## src/rtl/bcm_pkg.sv

```systemverilog
// bcm_pkg: shared constants, payload types and control structs for the
// binary classifier metrics block. No dependencies.
`default_nettype none
package bcm_pkg;

   // Widths
   localparam int INPUT_BITS  = 16;
   localparam int COUNT_BITS  = 16;
   localparam int FRAC_BITS   = 16;
   localparam int FRAC_W      = FRAC_BITS + 1;          // ratio field, 1.0 fits
   localparam int DEN_W       = COUNT_BITS + 2;         // sum of four counters
   localparam int ITER_BITS   = $clog2(FRAC_W + 1);
   localparam int NUM_RATIOS  = 4;
   localparam int SEL_BITS    = $clog2(NUM_RATIOS);

   // Ratio codes, also the undefined_mask bit positions
   localparam logic [SEL_BITS-1:0] RATIO_ACC  = SEL_BITS'(0);
   localparam logic [SEL_BITS-1:0] RATIO_PREC = SEL_BITS'(1);
   localparam logic [SEL_BITS-1:0] RATIO_REC  = SEL_BITS'(2);
   localparam logic [SEL_BITS-1:0] RATIO_FMEAS = SEL_BITS'(3);

   typedef struct packed {
      logic signed [INPUT_BITS-1:0] predicted_score;
      logic signed [INPUT_BITS-1:0] actual_label;
      logic                         last_pair;
   } req_type;

   typedef struct packed {
      logic [COUNT_BITS-1:0] true_pos_count;
      logic [COUNT_BITS-1:0] true_neg_count;
      logic [COUNT_BITS-1:0] false_pos_count;
      logic [COUNT_BITS-1:0] false_neg_count;
      logic [FRAC_W-1:0]     accuracy_frac;
      logic [FRAC_W-1:0]     precision_frac;
      logic [FRAC_W-1:0]     recall_frac;
      logic [FRAC_W-1:0]     fmeasure_frac;
      logic [NUM_RATIOS-1:0] undefined_mask;
   } rsp_type;

   // Controller to datapath
   typedef struct packed {
      logic                count_en;   // request accepted, classify it
      logic                div_start;  // load divider for ratio sel
      logic                store;      // quotient ready, write ratio sel
      logic                push;       // load output register, clear counters
      logic [SEL_BITS-1:0] sel;
   } cmd_type;

   // Datapath to controller
   typedef struct packed {
      logic div_done;
      logic out_free;
   } status_type;

endpackage
`default_nettype wire

```

## src/rtl/bcm_div.sv

```systemverilog
// bcm_div: restoring divider, one quotient bit per cycle.
// Computes floor(num * 2^FRAC_BITS / den) for num <= den. Uses bcm_pkg.
`default_nettype none
module bcm_div (
   input  wire logic                         clock,
   input  wire logic                         reset,
   input  wire logic                         start,
   input  wire logic [bcm_pkg::DEN_W-1:0]    num,
   input  wire logic [bcm_pkg::DEN_W-1:0]    den,
   output logic                              done,
   output logic [bcm_pkg::FRAC_W-1:0]        quotient
);

   logic                           busy_ff;
   logic                           first_ff;
   logic                           done_ff;
   logic [bcm_pkg::ITER_BITS-1:0]  cnt_ff;
   logic [bcm_pkg::DEN_W-1:0]      rem_ff;
   logic [bcm_pkg::DEN_W-1:0]      den_ff;
   logic [bcm_pkg::FRAC_W-1:0]     quo_ff;

   logic [bcm_pkg::DEN_W:0]        trial;
   logic [bcm_pkg::DEN_W:0]        diff;
   logic                           ge;

   // First step compares the numerator itself (the integer bit), then shifts
   assign trial = first_ff ? {1'b0, rem_ff} : {rem_ff, 1'b0};
   assign diff  = trial - {1'b0, den_ff};
   assign ge    = (trial >= {1'b0, den_ff});

   // Control
   always_ff @(posedge clock) begin
      if (reset) begin
         busy_ff <= 1'b0;
         done_ff <= 1'b0;
         cnt_ff  <= '0;
      end else begin
         done_ff <= busy_ff && (cnt_ff == bcm_pkg::ITER_BITS'(1));
         if (start) begin
            busy_ff <= 1'b1;
            cnt_ff  <= bcm_pkg::ITER_BITS'(bcm_pkg::FRAC_W);
         end else if (busy_ff) begin
            cnt_ff <= cnt_ff - bcm_pkg::ITER_BITS'(1);
            if (cnt_ff == bcm_pkg::ITER_BITS'(1)) begin
               busy_ff <= 1'b0;
            end
         end
      end
   end

   // Remainder and quotient
   always_ff @(posedge clock) begin
      if (start) begin
         rem_ff   <= num;
         den_ff   <= den;
         quo_ff   <= '0;
         first_ff <= 1'b1;
      end else if (busy_ff) begin
         rem_ff   <= ge ? diff[bcm_pkg::DEN_W-1:0] : trial[bcm_pkg::DEN_W-1:0];
         quo_ff   <= {quo_ff[bcm_pkg::FRAC_W-2:0], ge};
         first_ff <= 1'b0;
      end
   end

   assign done     = done_ff;
   assign quotient = quo_ff;

endmodule
`default_nettype wire

```

## src/rtl/bcm_dpath.sv

```systemverilog
// bcm_dpath: confusion counters, ratio operand selection, divider, ratio
// and output registers. Uses bcm_pkg and bcm_div.
`default_nettype none
module bcm_dpath (
   input  wire logic                  clock,
   input  wire logic                  reset,
   input  wire bcm_pkg::req_type      req_data,
   input  wire bcm_pkg::cmd_type      cmd,
   output bcm_pkg::status_type        status,
   output logic                       rsp_valid,
   input  wire logic                  rsp_ready,
   output bcm_pkg::rsp_type           rsp_data
);

   localparam logic [bcm_pkg::COUNT_BITS-1:0] CNT_MAX = '1;

   logic [bcm_pkg::COUNT_BITS-1:0] tp_ff, tn_ff, fp_ff, fn_ff;
   logic [bcm_pkg::FRAC_W-1:0]     ratio_ff [bcm_pkg::NUM_RATIOS];
   logic [bcm_pkg::NUM_RATIOS-1:0] mask_ff;
   logic                           rsp_valid_ff;
   bcm_pkg::rsp_type               rsp_ff;

   logic p_neg, a_neg, p_nonpos, a_nonpos;
   logic is_tp, is_tn, is_fp, is_fn;
   logic [bcm_pkg::DEN_W-1:0] tp_x, tn_x, fp_x, fn_x;
   logic [bcm_pkg::DEN_W-1:0] num_sel, den_sel;
   logic                      div_done;
   logic [bcm_pkg::FRAC_W-1:0] quotient;
   logic                      out_free;

   // Sign classification; zero counts as both signs, test order decides
   assign p_neg    = req_data.predicted_score[bcm_pkg::INPUT_BITS-1];
   assign a_neg    = req_data.actual_label[bcm_pkg::INPUT_BITS-1];
   assign p_nonpos = p_neg || (req_data.predicted_score == '0);
   assign a_nonpos = a_neg || (req_data.actual_label == '0);
   assign is_tp    = !p_neg && !a_neg;
   assign is_tn    = !is_tp && p_nonpos && a_nonpos;
   assign is_fp    = !is_tp && !is_tn && !p_neg;
   assign is_fn    = !is_tp && !is_tn && p_neg;

   // Saturating counters, cleared when the result is loaded
   always_ff @(posedge clock) begin
      if (reset || cmd.push) begin
         tp_ff <= '0;
         tn_ff <= '0;
         fp_ff <= '0;
         fn_ff <= '0;
      end else if (cmd.count_en) begin
         if (is_tp && tp_ff != CNT_MAX) tp_ff <= tp_ff + bcm_pkg::COUNT_BITS'(1);
         if (is_tn && tn_ff != CNT_MAX) tn_ff <= tn_ff + bcm_pkg::COUNT_BITS'(1);
         if (is_fp && fp_ff != CNT_MAX) fp_ff <= fp_ff + bcm_pkg::COUNT_BITS'(1);
         if (is_fn && fn_ff != CNT_MAX) fn_ff <= fn_ff + bcm_pkg::COUNT_BITS'(1);
      end
   end

   // Ratio operands
   assign tp_x = bcm_pkg::DEN_W'(tp_ff);
   assign tn_x = bcm_pkg::DEN_W'(tn_ff);
   assign fp_x = bcm_pkg::DEN_W'(fp_ff);
   assign fn_x = bcm_pkg::DEN_W'(fn_ff);

   always_comb begin
      case (cmd.sel)
         bcm_pkg::RATIO_ACC: begin
            num_sel = tp_x + tn_x;
            den_sel = tp_x + tn_x + fp_x + fn_x;
         end
         bcm_pkg::RATIO_PREC: begin
            num_sel = tp_x;
            den_sel = tp_x + fp_x;
         end
         bcm_pkg::RATIO_REC: begin
            num_sel = tp_x;
            den_sel = tp_x + fn_x;
         end
         default: begin
            num_sel = {tp_x[bcm_pkg::DEN_W-2:0], 1'b0};
            den_sel = {tp_x[bcm_pkg::DEN_W-2:0], 1'b0} + fn_x + fp_x;
         end
      endcase
   end

   bcm_div u_div (
      .clock    (clock),
      .reset    (reset),
      .start    (cmd.div_start),
      .num      (num_sel),
      .den      (den_sel),
      .done     (div_done),
      .quotient (quotient)
   );

   // Ratio results; zero denominator gives zero and a mask bit
   always_ff @(posedge clock) begin
      if (cmd.store) begin
         ratio_ff[cmd.sel] <= (den_sel == '0) ? '0 : quotient;
         mask_ff[cmd.sel]  <= (den_sel == '0);
      end
   end

   // Output register
   assign out_free = !rsp_valid_ff || rsp_ready;

   always_ff @(posedge clock) begin
      if (reset) begin
         rsp_valid_ff <= 1'b0;
      end else if (cmd.push) begin
         rsp_valid_ff <= 1'b1;
      end else if (rsp_ready) begin
         rsp_valid_ff <= 1'b0;
      end
   end

   always_ff @(posedge clock) begin
      if (cmd.push) begin
         rsp_ff.true_pos_count  <= tp_ff;
         rsp_ff.true_neg_count  <= tn_ff;
         rsp_ff.false_pos_count <= fp_ff;
         rsp_ff.false_neg_count <= fn_ff;
         rsp_ff.accuracy_frac   <= ratio_ff[bcm_pkg::RATIO_ACC];
         rsp_ff.precision_frac  <= ratio_ff[bcm_pkg::RATIO_PREC];
         rsp_ff.recall_frac     <= ratio_ff[bcm_pkg::RATIO_REC];
         rsp_ff.fmeasure_frac   <= ratio_ff[bcm_pkg::RATIO_FMEAS];
         rsp_ff.undefined_mask  <= mask_ff;
      end
   end

   assign status.div_done = div_done;
   assign status.out_free = out_free;
   assign rsp_valid       = rsp_valid_ff;
   assign rsp_data        = rsp_ff;

`ifndef ASSERT_OFF
   // Output register is never overwritten while a result still waits
   a_push_free: assert property (@(posedge clock) disable iff (reset)
      cmd.push |-> out_free)
      else $error("result loaded over a pending result");

   // Counters are idle while ratios are computed from them
   a_no_count_in_div: assert property (@(posedge clock) disable iff (reset)
      (cmd.div_start || cmd.store) |-> !cmd.count_en)
      else $error("counter update during ratio computation");
`endif

endmodule
`default_nettype wire

```

## src/rtl/bcm_ctrl.sv

```systemverilog
// bcm_ctrl: sequencer for counting and the four per-set ratio divisions.
// Uses bcm_pkg; drives bcm_dpath through cmd_type and status_type.
`default_nettype none
module bcm_ctrl (
   input  wire logic                clock,
   input  wire logic                reset,
   input  wire logic                req_valid,
   output logic                     req_ready,
   input  wire logic                last_pair,
   input  wire bcm_pkg::status_type status,
   output bcm_pkg::cmd_type         cmd
);

   typedef enum logic [1:0] {
      ST_COUNT,
      ST_START,
      ST_WAIT,
      ST_PUSH
   } state_type;

   state_type                    state_ff;
   logic                         req_ready_ff;
   logic [bcm_pkg::SEL_BITS-1:0] sel_ff;
   logic                         accept;

   assign accept = req_valid && req_ready_ff;

   // State, ratio index and ready
   always_ff @(posedge clock) begin
      if (reset) begin
         state_ff     <= ST_COUNT;
         req_ready_ff <= 1'b1;
         sel_ff       <= bcm_pkg::RATIO_ACC;
      end else begin
         case (state_ff)
            ST_COUNT: begin
               if (accept && last_pair) begin
                  state_ff     <= ST_START;
                  req_ready_ff <= 1'b0;
                  sel_ff       <= bcm_pkg::RATIO_ACC;
               end
            end
            ST_START: begin
               state_ff <= ST_WAIT;
            end
            ST_WAIT: begin
               if (status.div_done) begin
                  if (sel_ff == bcm_pkg::RATIO_FMEAS) begin
                     state_ff <= ST_PUSH;
                  end else begin
                     sel_ff   <= sel_ff + bcm_pkg::SEL_BITS'(1);
                     state_ff <= ST_START;
                  end
               end
            end
            ST_PUSH: begin
               if (status.out_free) begin
                  state_ff     <= ST_COUNT;
                  req_ready_ff <= 1'b1;
               end
            end
            default: begin
               state_ff     <= ST_COUNT;
               req_ready_ff <= 1'b1;
            end
         endcase
      end
   end

   // Command decode
   assign cmd.count_en  = accept;
   assign cmd.div_start = (state_ff == ST_START);
   assign cmd.store     = (state_ff == ST_WAIT) && status.div_done;
   assign cmd.push      = (state_ff == ST_PUSH) && status.out_free;
   assign cmd.sel       = sel_ff;
   assign req_ready     = req_ready_ff;

`ifndef ASSERT_OFF
   // Ready only in the counting state
   a_ready_count: assert property (@(posedge clock) disable iff (reset)
      req_ready_ff |-> (state_ff == ST_COUNT))
      else $error("ready outside counting state");

   // A last request always starts the accuracy division next
   a_last_starts: assert property (@(posedge clock) disable iff (reset)
      (accept && last_pair) |=> (cmd.div_start && sel_ff == bcm_pkg::RATIO_ACC))
      else $error("last request did not start ratio sequence");
`endif

endmodule
`default_nettype wire

```

## src/rtl/binary_classifier_metrics.sv

```systemverilog
// Binary classifier metrics: confusion counts plus accuracy, precision,
// recall and F-measure per set. A plain pair is counted when accepted; after a
// last pair the four divisions run on one serial divider, then the output
// register is loaded and rsp_valid rises, with req_ready low meanwhile and
// longer while the previous result is held. Throughput: one pair per cycle
// between set ends. Reset (synchronous) clears counters, controller and output.
`default_nettype none
module binary_classifier_metrics (
   input  wire logic             clock,
   input  wire logic             reset,
   input  wire logic             req_valid,
   output logic                  req_ready,
   input  wire bcm_pkg::req_type req_data,
   output logic                  rsp_valid,
   input  wire logic             rsp_ready,
   output bcm_pkg::rsp_type      rsp_data
);

   bcm_pkg::cmd_type    cmd;
   bcm_pkg::status_type status;

   bcm_ctrl u_ctrl (
      .clock     (clock),
      .reset     (reset),
      .req_valid (req_valid),
      .req_ready (req_ready),
      .last_pair (req_data.last_pair),
      .status    (status),
      .cmd       (cmd)
   );

   bcm_dpath u_dpath (
      .clock     (clock),
      .reset     (reset),
      .req_data  (req_data),
      .cmd       (cmd),
      .status    (status),
      .rsp_valid (rsp_valid),
      .rsp_ready (rsp_ready),
      .rsp_data  (rsp_data)
   );

endmodule
`default_nettype wire

```

## config.mk

```make
export PLATFORM = sky130hd
export DESIGN_NAME = binary_classifier_metrics
export DESIGN_NICKNAME = d
export VERILOG_FILES = /design/src/rtl/bcm_pkg.sv /design/src/rtl/bcm_div.sv /design/src/rtl/bcm_dpath.sv /design/src/rtl/bcm_ctrl.sv /design/src/rtl/binary_classifier_metrics.sv
export SDC_FILE = /design/constraint.sdc
export NUM_CORES = 1
export LEC_CHECK = 0
export ABC_AREA = 1
export BUFFER_PORTS_ARGS = -buffer_cell sky130_fd_sc_hd__buf_2
export CORE_MARGIN = 8
export CORE_UTILIZATION = 38
export DETAILED_ROUTE_END_ITERATION = 6
export GPL_TIMING_DRIVEN = 0
export PLACE_DENSITY = 0.58
export SYNTH_ARGS = -nofsm -noshare
export SYNTH_HDL_FRONTEND = slang
export SYNTH_HIERARCHICAL = 1
export SYNTH_SLANG_ARGS = --single-unit
```

## constraint.sdc

```tcl
create_clock -name clock -period 7.66 [get_ports clock]
set_input_delay 0.766 -clock clock [delete_from_list [all_inputs] [get_ports clock]]
set_output_delay 0.766 -clock clock [all_outputs]
set_load 0.005 [all_outputs]
```

Word level (Yosys, flattened, before mapping):

Memory sizes are Yosys's and may differ from the RTL's. A register that Yosys moved wholly into a read port is not among the register bits.
Cells that the tools add are included.

* memories kept: 1
* bits in writable memories: 68
* bits of input ports: 37
* flip-flop bits (word level): 203

* reduce and logical (&&, ||, !) cells: 43
* add/sub/neg operators: 14
* multiplexer cells: 31
* magnitude comparators: 3
* eq/ne operators: 15

Memories
* u_dpath.ratio_ff: words 4, bits a word 17, rd ports 4, clocked after memory_dff 4, wr ports 1, RTL line bcm_dpath.sv:18 `logic [bcm_pkg::FRAC_W-1:0] ratio_ff [bcm_pkg::NUM_RATIOS];`

Operators by type and width (count)
* $add A16 B1 Y16 const B: 4
* $ne A16 B16 Y1 const B: 4
* $add A18 B16 Y18: 3
* $mux W18: 3
* $pmux W18 S3: 1
* $add A16 B16 Y17: 3
* $pmux W18 S2: 1
* $logic_not A16 Y1: 2
* $ge A19 B18 Y1: 1
* $mux W19: 1
* $add A17 B16 Y18: 1
* $logic_not A18 Y1: 1
* $sub A18 B18 Y18: 1
* $mux W17: 1
* $logic_and A1 B1 Y1: 16
* $mux W2: 7
* $mux W1: 10
* $mux W5: 2
* $eq A2 B2 Y1 const B: 4
* $pmux W2 S4: 1
* $reduce_and A2 Y1: 4
* $reduce_bool A2 Y1: 4
* $ne A2 B1 Y1 const B: 3
* $reduce_and A3 Y1: 2
* 16 further kinds: 26

Longest topological paths before layout:

* depth after elaboration: 10
* mapped depth: 31
* mapped depth without buffers: 30

By module:

Netlist, hierarchy kept.

By module, submodules not included
* bcm_dpath: times used 1, area an instance 14795.4 um2, sequential area each 7547.2 um2, cells each 1609
* bcm_div: times used 1, area an instance 3848.7 um2, sequential area each 1581.5 um2, cells each 532
* bcm_ctrl: times used 1, area an instance 332.8 um2, sequential area each 100.1 um2, cells each 51

Least setup slack after synthesis:

OpenSTA, ideal clock, no wires.

* path type: input to register
* from: input rsp_ready
* to: register u_dpath/tn_ff[2] (netlist name)
* stages on the path: 9
* path slack: -0.545 ns
* data arrival time: 8.073 ns
* buffers on the path: 2
* required time: 7.528 ns
* setup time: 0.132 ns
* cell sequence: inv_1 > nand2_1 > buf_4 > inv_1 > nor2_1 > nor2_1 > inv_1 > clkbuf_1 > nor3_1

RTL lines
* from (decl): RTL line binary_classifier_metrics.sv:15 `input wire logic rsp_ready,`
* to (signal assigned): RTL line bcm_dpath.sv:50 `if (is_tn && tn_ff != CNT_MAX) tn_ff <= tn_ff + bcm_pkg::COUNT_BITS'(1);`
* to (decl): RTL line bcm_dpath.sv:17 `logic [bcm_pkg::COUNT_BITS-1:0] tp_ff, tn_ff, fp_ff, fn_ff;`

Final worst setup path:

* from: register u_dpath/tp_ff[1] (netlist name)
* to: memory u_dpath/ratio_ff[0][12] (netlist name), data pin

* cells in the longest elaborated chain, start to end: 6
* elaborated cells on any way between the ends: 10
* those cells by class: 7 x add/sub; 2 x mux; 1 x reduce/logical

RTL lines
* from (decl): RTL line bcm_dpath.sv:17
* from (signal assigned): RTL line bcm_dpath.sv:49 `if (is_tp && tp_ff != CNT_MAX) tp_ff <= tp_ff + bcm_pkg::COUNT_BITS'(1);`
* $add A16 B16 Y17: RTL line bcm_dpath.sv:66 `den_sel = tp_x + tn_x + fp_x + fn_x;`
* $add A18 B16 Y18 (2 in a row): RTL line bcm_dpath.sv:66
* $pmux W18 S3 *: RTL line bcm_dpath.sv:63 `case (cmd.sel)`
* $logic_not A18 Y1 *: RTL line bcm_dpath.sv:96 `ratio_ff[cmd.sel] <= (den_sel == '0) ? '0 : quotient;`
* $mux W17 *: RTL line bcm_dpath.sv:96
* to (decl): RTL line bcm_dpath.sv:18

Mark *: on every way between the ends. The rest lies on a longest branch, timed or not.

==> results.cfg <==
[critical_path]
cp_top_family = simple AND/OR/NAND/NOR gates
cp_data_required_time_ps = 7950
cp_common_cell = nand2_1
r2r_cells = 29
slowest_stage = dfxtp_1
crit_start = u_dpath/tp_ff[1]
cp.depth = 29
worstSetupStartpointType = flip-flop
critPathMaxStageDelay_ps = 650
crit_fanout = 13
end_kind = flip-flop
reg2reg_from = u_dpath/tp_ff[1]
arrival_ps = 6430
crit_type = flip-flop to flip-flop
path_buf_inv = 4

[global_routing]
gr-total-overflow = 0
grt_usage_pct = 18.3
grt_pass1_vias = 15004
antenna_found_initial = 0
grt_max_degree = 36
grt_pass1_wl_microns = 81900

[logic_synthesis]
yosys_warnings = 6
yosys.area.top_type = edfxtp_1
async_flop_share_pct = 0
syn-num-nets = 2360
synthTopCellsByCount = nand2_1, inv_1, edfxtp_1
synthTopCellsByArea = edfxtp_1, nand2_1, dfxtp_1, inv_1, ha_1
synth-seq-cells = 339
synth.most_common_cell = nand2_1
synth-edff-count = 244
synth_top_area_share_pct = 38.6
synth.distinct_cells = 51
avgSynthCellArea_sq_um = 8.66
seq_area_frac_synth_pct = 48.6
syn_inst = 2192
synthFlopType = edfxtp_1
syn_area_sq_mm = 0.0190

[power]
p_clk_share_pct = 30.3
p_per_area_mw_per_mm2 = 265
irDropWorstVdd_mv = 0.144
switching_share_pct = 34.5
p_int_mw = 3.81
pwr-share-seq_pct = 37.9
netSwitchingPower_mw = 2.01
p_comb_share_pct = 31.9
p_leak_nw = 9.74

[timing]
drv_slew = 0
fin_crit_sh_pct = 80.1
rsz0062_at_grt = false
finalSetupViolCount = 0
period_minus_slack_ps = 6140
fin_setup_tns_ps = 0
hold_viol_final = 0
max_freq_mhz = 163
tightest_slew_ps = 993
slew-limit-headroom_pct = 33.7
clock_skew_ps = 22.7
fin_ws_ps = 1520

[clock_network]
clock_path_buffers = 3
cts-resized-gates = 0
clkTransAtPathRegs_ps = 60
clk_latency_ps = 560
htree_num_levels = 2
postCtsSetupBuffers = 0
cts_root_buf = clkbuf_16
clock-sinks = 339
cts_buffers = 36
hold_buffers = 0
cts_tree = done

[cells_and_area]
syn2layout_area_growth_pct = 15.9
antennaDiodeCount = 0
layout-drive-gt1-share_pct = 12.3
multi_input_area_sq_mm = 0.00822
final_nets = 2576
layout.cells.non_filler = 3107
nFillCells = 4846
regArea_sq_mm = 0.00923

[die]
die_y_microns = 239
ioPinCount = 175
start_util_pct = 38.1
rows = 82
die_w_microns = 239
coreArea_sq_mm = 0.0498
die_area_sq_mm = 0.0573

[place]
gp_congestion = 0.990
hpwlAfterDp_microns = 43200
placed_cells = 3042
portBuffers = 174
pre_cts_ws_ps = 1580

[flow_run]
cap_viol_max_count = 0

[drt]
drc = 0
routedWlPerCell_microns = 17.6
via_per_inst = 5.00
drt_first_pass_iters = 6
antenna_left = 0
wl_microns = 54500
vias = 15542
dr.first_iter.drc_count = 851

[worst_hold_path]
hold-path-cell-count = 0
min_path_type = flip-flop to flip-flop
min_from = u_dpath/ratio_ff[3][11]

[status]
run_status = finished, final reports clean
## cell type report
class / count / share of cell area, %
Multi-Input combinational cell: 1460 / 37.4
Clock buffer: 44 / 4.37
Sequential cell: 339 / 42.0
Inverter: 350 / 5.98
Buffer: 43 / 1.00
Tap cell: 672 / 3.82
Timing Repair Buffer: 178 / 4.36
Clock inverter: 21 / 1.10
## path summary, 6_finish.rpt
path	slack, ps	end
max	1520	u_dpath/ratio_ff[0][12]
min	420	u_dpath/rsp_data[15]
max reg2reg	1520	u_dpath/ratio_ff[0][12]
min reg2reg	420	u_dpath/rsp_data[15]
## registers in the layout (all words and copies together) (netlist names)
signal and flops:
u_dpath/ratio_ff 68, u_ctrl/sel_ff 2, u_ctrl/req_ready 1, u_dpath/rsp_data 136
u_ctrl/state_ff 2, u_dpath/fp_ff 16, u_dpath/tp_ff 16, u_dpath/fn_ff 16
u_dpath/u_div/quotient 17, u_dpath/u_div/rem_ff 18, u_dpath/u_div/cnt_ff 5, u_dpath/u_div/done 1
u_dpath/mask_ff 4, u_dpath/tn_ff 16, u_dpath/u_div/first_ff 1, u_dpath/u_div/busy_ff 1
u_dpath/rsp_valid 1, u_dpath/u_div/den_ff 18
## through the flow
| stage | hold WS (ps) | util (%) | area, sq um | total power, mW |
|---|---|---|---|---|
| after floorplan | 400 | - | 19000 | 3.59 |
| after global placement | 401 | 41.6 | 20700 | 4.07 |
| after detailed placement | 405 | 41.8 | 20800 | 4.09 |
| after CTS | 418 | 44.2 | 22000 | 5.87 |
| after global routing | 421 | 44.2 | 22000 | 6.20 |
| final | 415 | 44.2 | 22000 | 5.82 |
## cell families after synthesis
family / Yosys count / synth area share, %
AOI/OAI and AO/OA: 289 / 8.37
xor gates and xnor gates: 52 / 2.40
adders and majority gates: 131 / 10.1
buffers and inverters: 393 / 8.08
DFF: 339 / 48.6
other: 1 / 0.0198
and+or+nand+nor: 987 / 22.4
## worst reg2reg max path, delay by kind of cell (launching register included)
| family | cells | cell delay (ps) |
|---|---|---|
| AOI/OAI and AO/OA | 3 | 620 |
| xor gates and xnor gates | 1 | 600 |
| adders and majority gates | 3 | 1370 |
| buffers and inverters | 4 | 690 |
| DFF | 1 | 650 |
| and+or+nand+nor | 18 | 1950 |
## power by group through the flow
stage,clock (mW),sequential (mW),combinational [mW]
floorplan,0,2.23,1.36
global placement,0,2.25,1.83
detailed placement,0,2.24,1.84
CTS,1.81,2.21,1.85
global route,1.88,2.22,2.10
finish,1.76,2.20,1.85
## per-layer routing
layer  routed length [microns]  global-route usage (%)
met5                         0                       0
met3                      3040                    2.85
met2                     25900                    31.6
met4                      1880                    6.71
met1                     23700                    23.1
## cells in the final DEF, fill, tap and decap left out, drive strengths merged
master  Yosys  final
and2        3      3
a21oi     127    127
a22oi       9      9
edfxtp    244    244
o22ai      16     16
o21a        2      2
nor2      128    128
xor2       30     30
bufinv      0      4
nor3       44     44
o211ai      2      2
a221oi      1      1
nand3b     14     14
nor4       14     14
a31oi       4      4
o21ai     105    105
buf        15    193
conb        1      1
dfxtp      95     95
nand2     573    573
clkinv      1     14
o31ai       1      1
clkbuf     28     72
o21bai     11     11
xnor2      22     22
nor3b       3      3
a21boi      1      1
ha         95     95
or2        20     20
and3        3      3
inv       349    353
fa         36     36
nand3     165    165
nand4      20     20
a211oi      4      4
o221ai      6      6
Note: power is estimated with default switching activity, not from simulation.
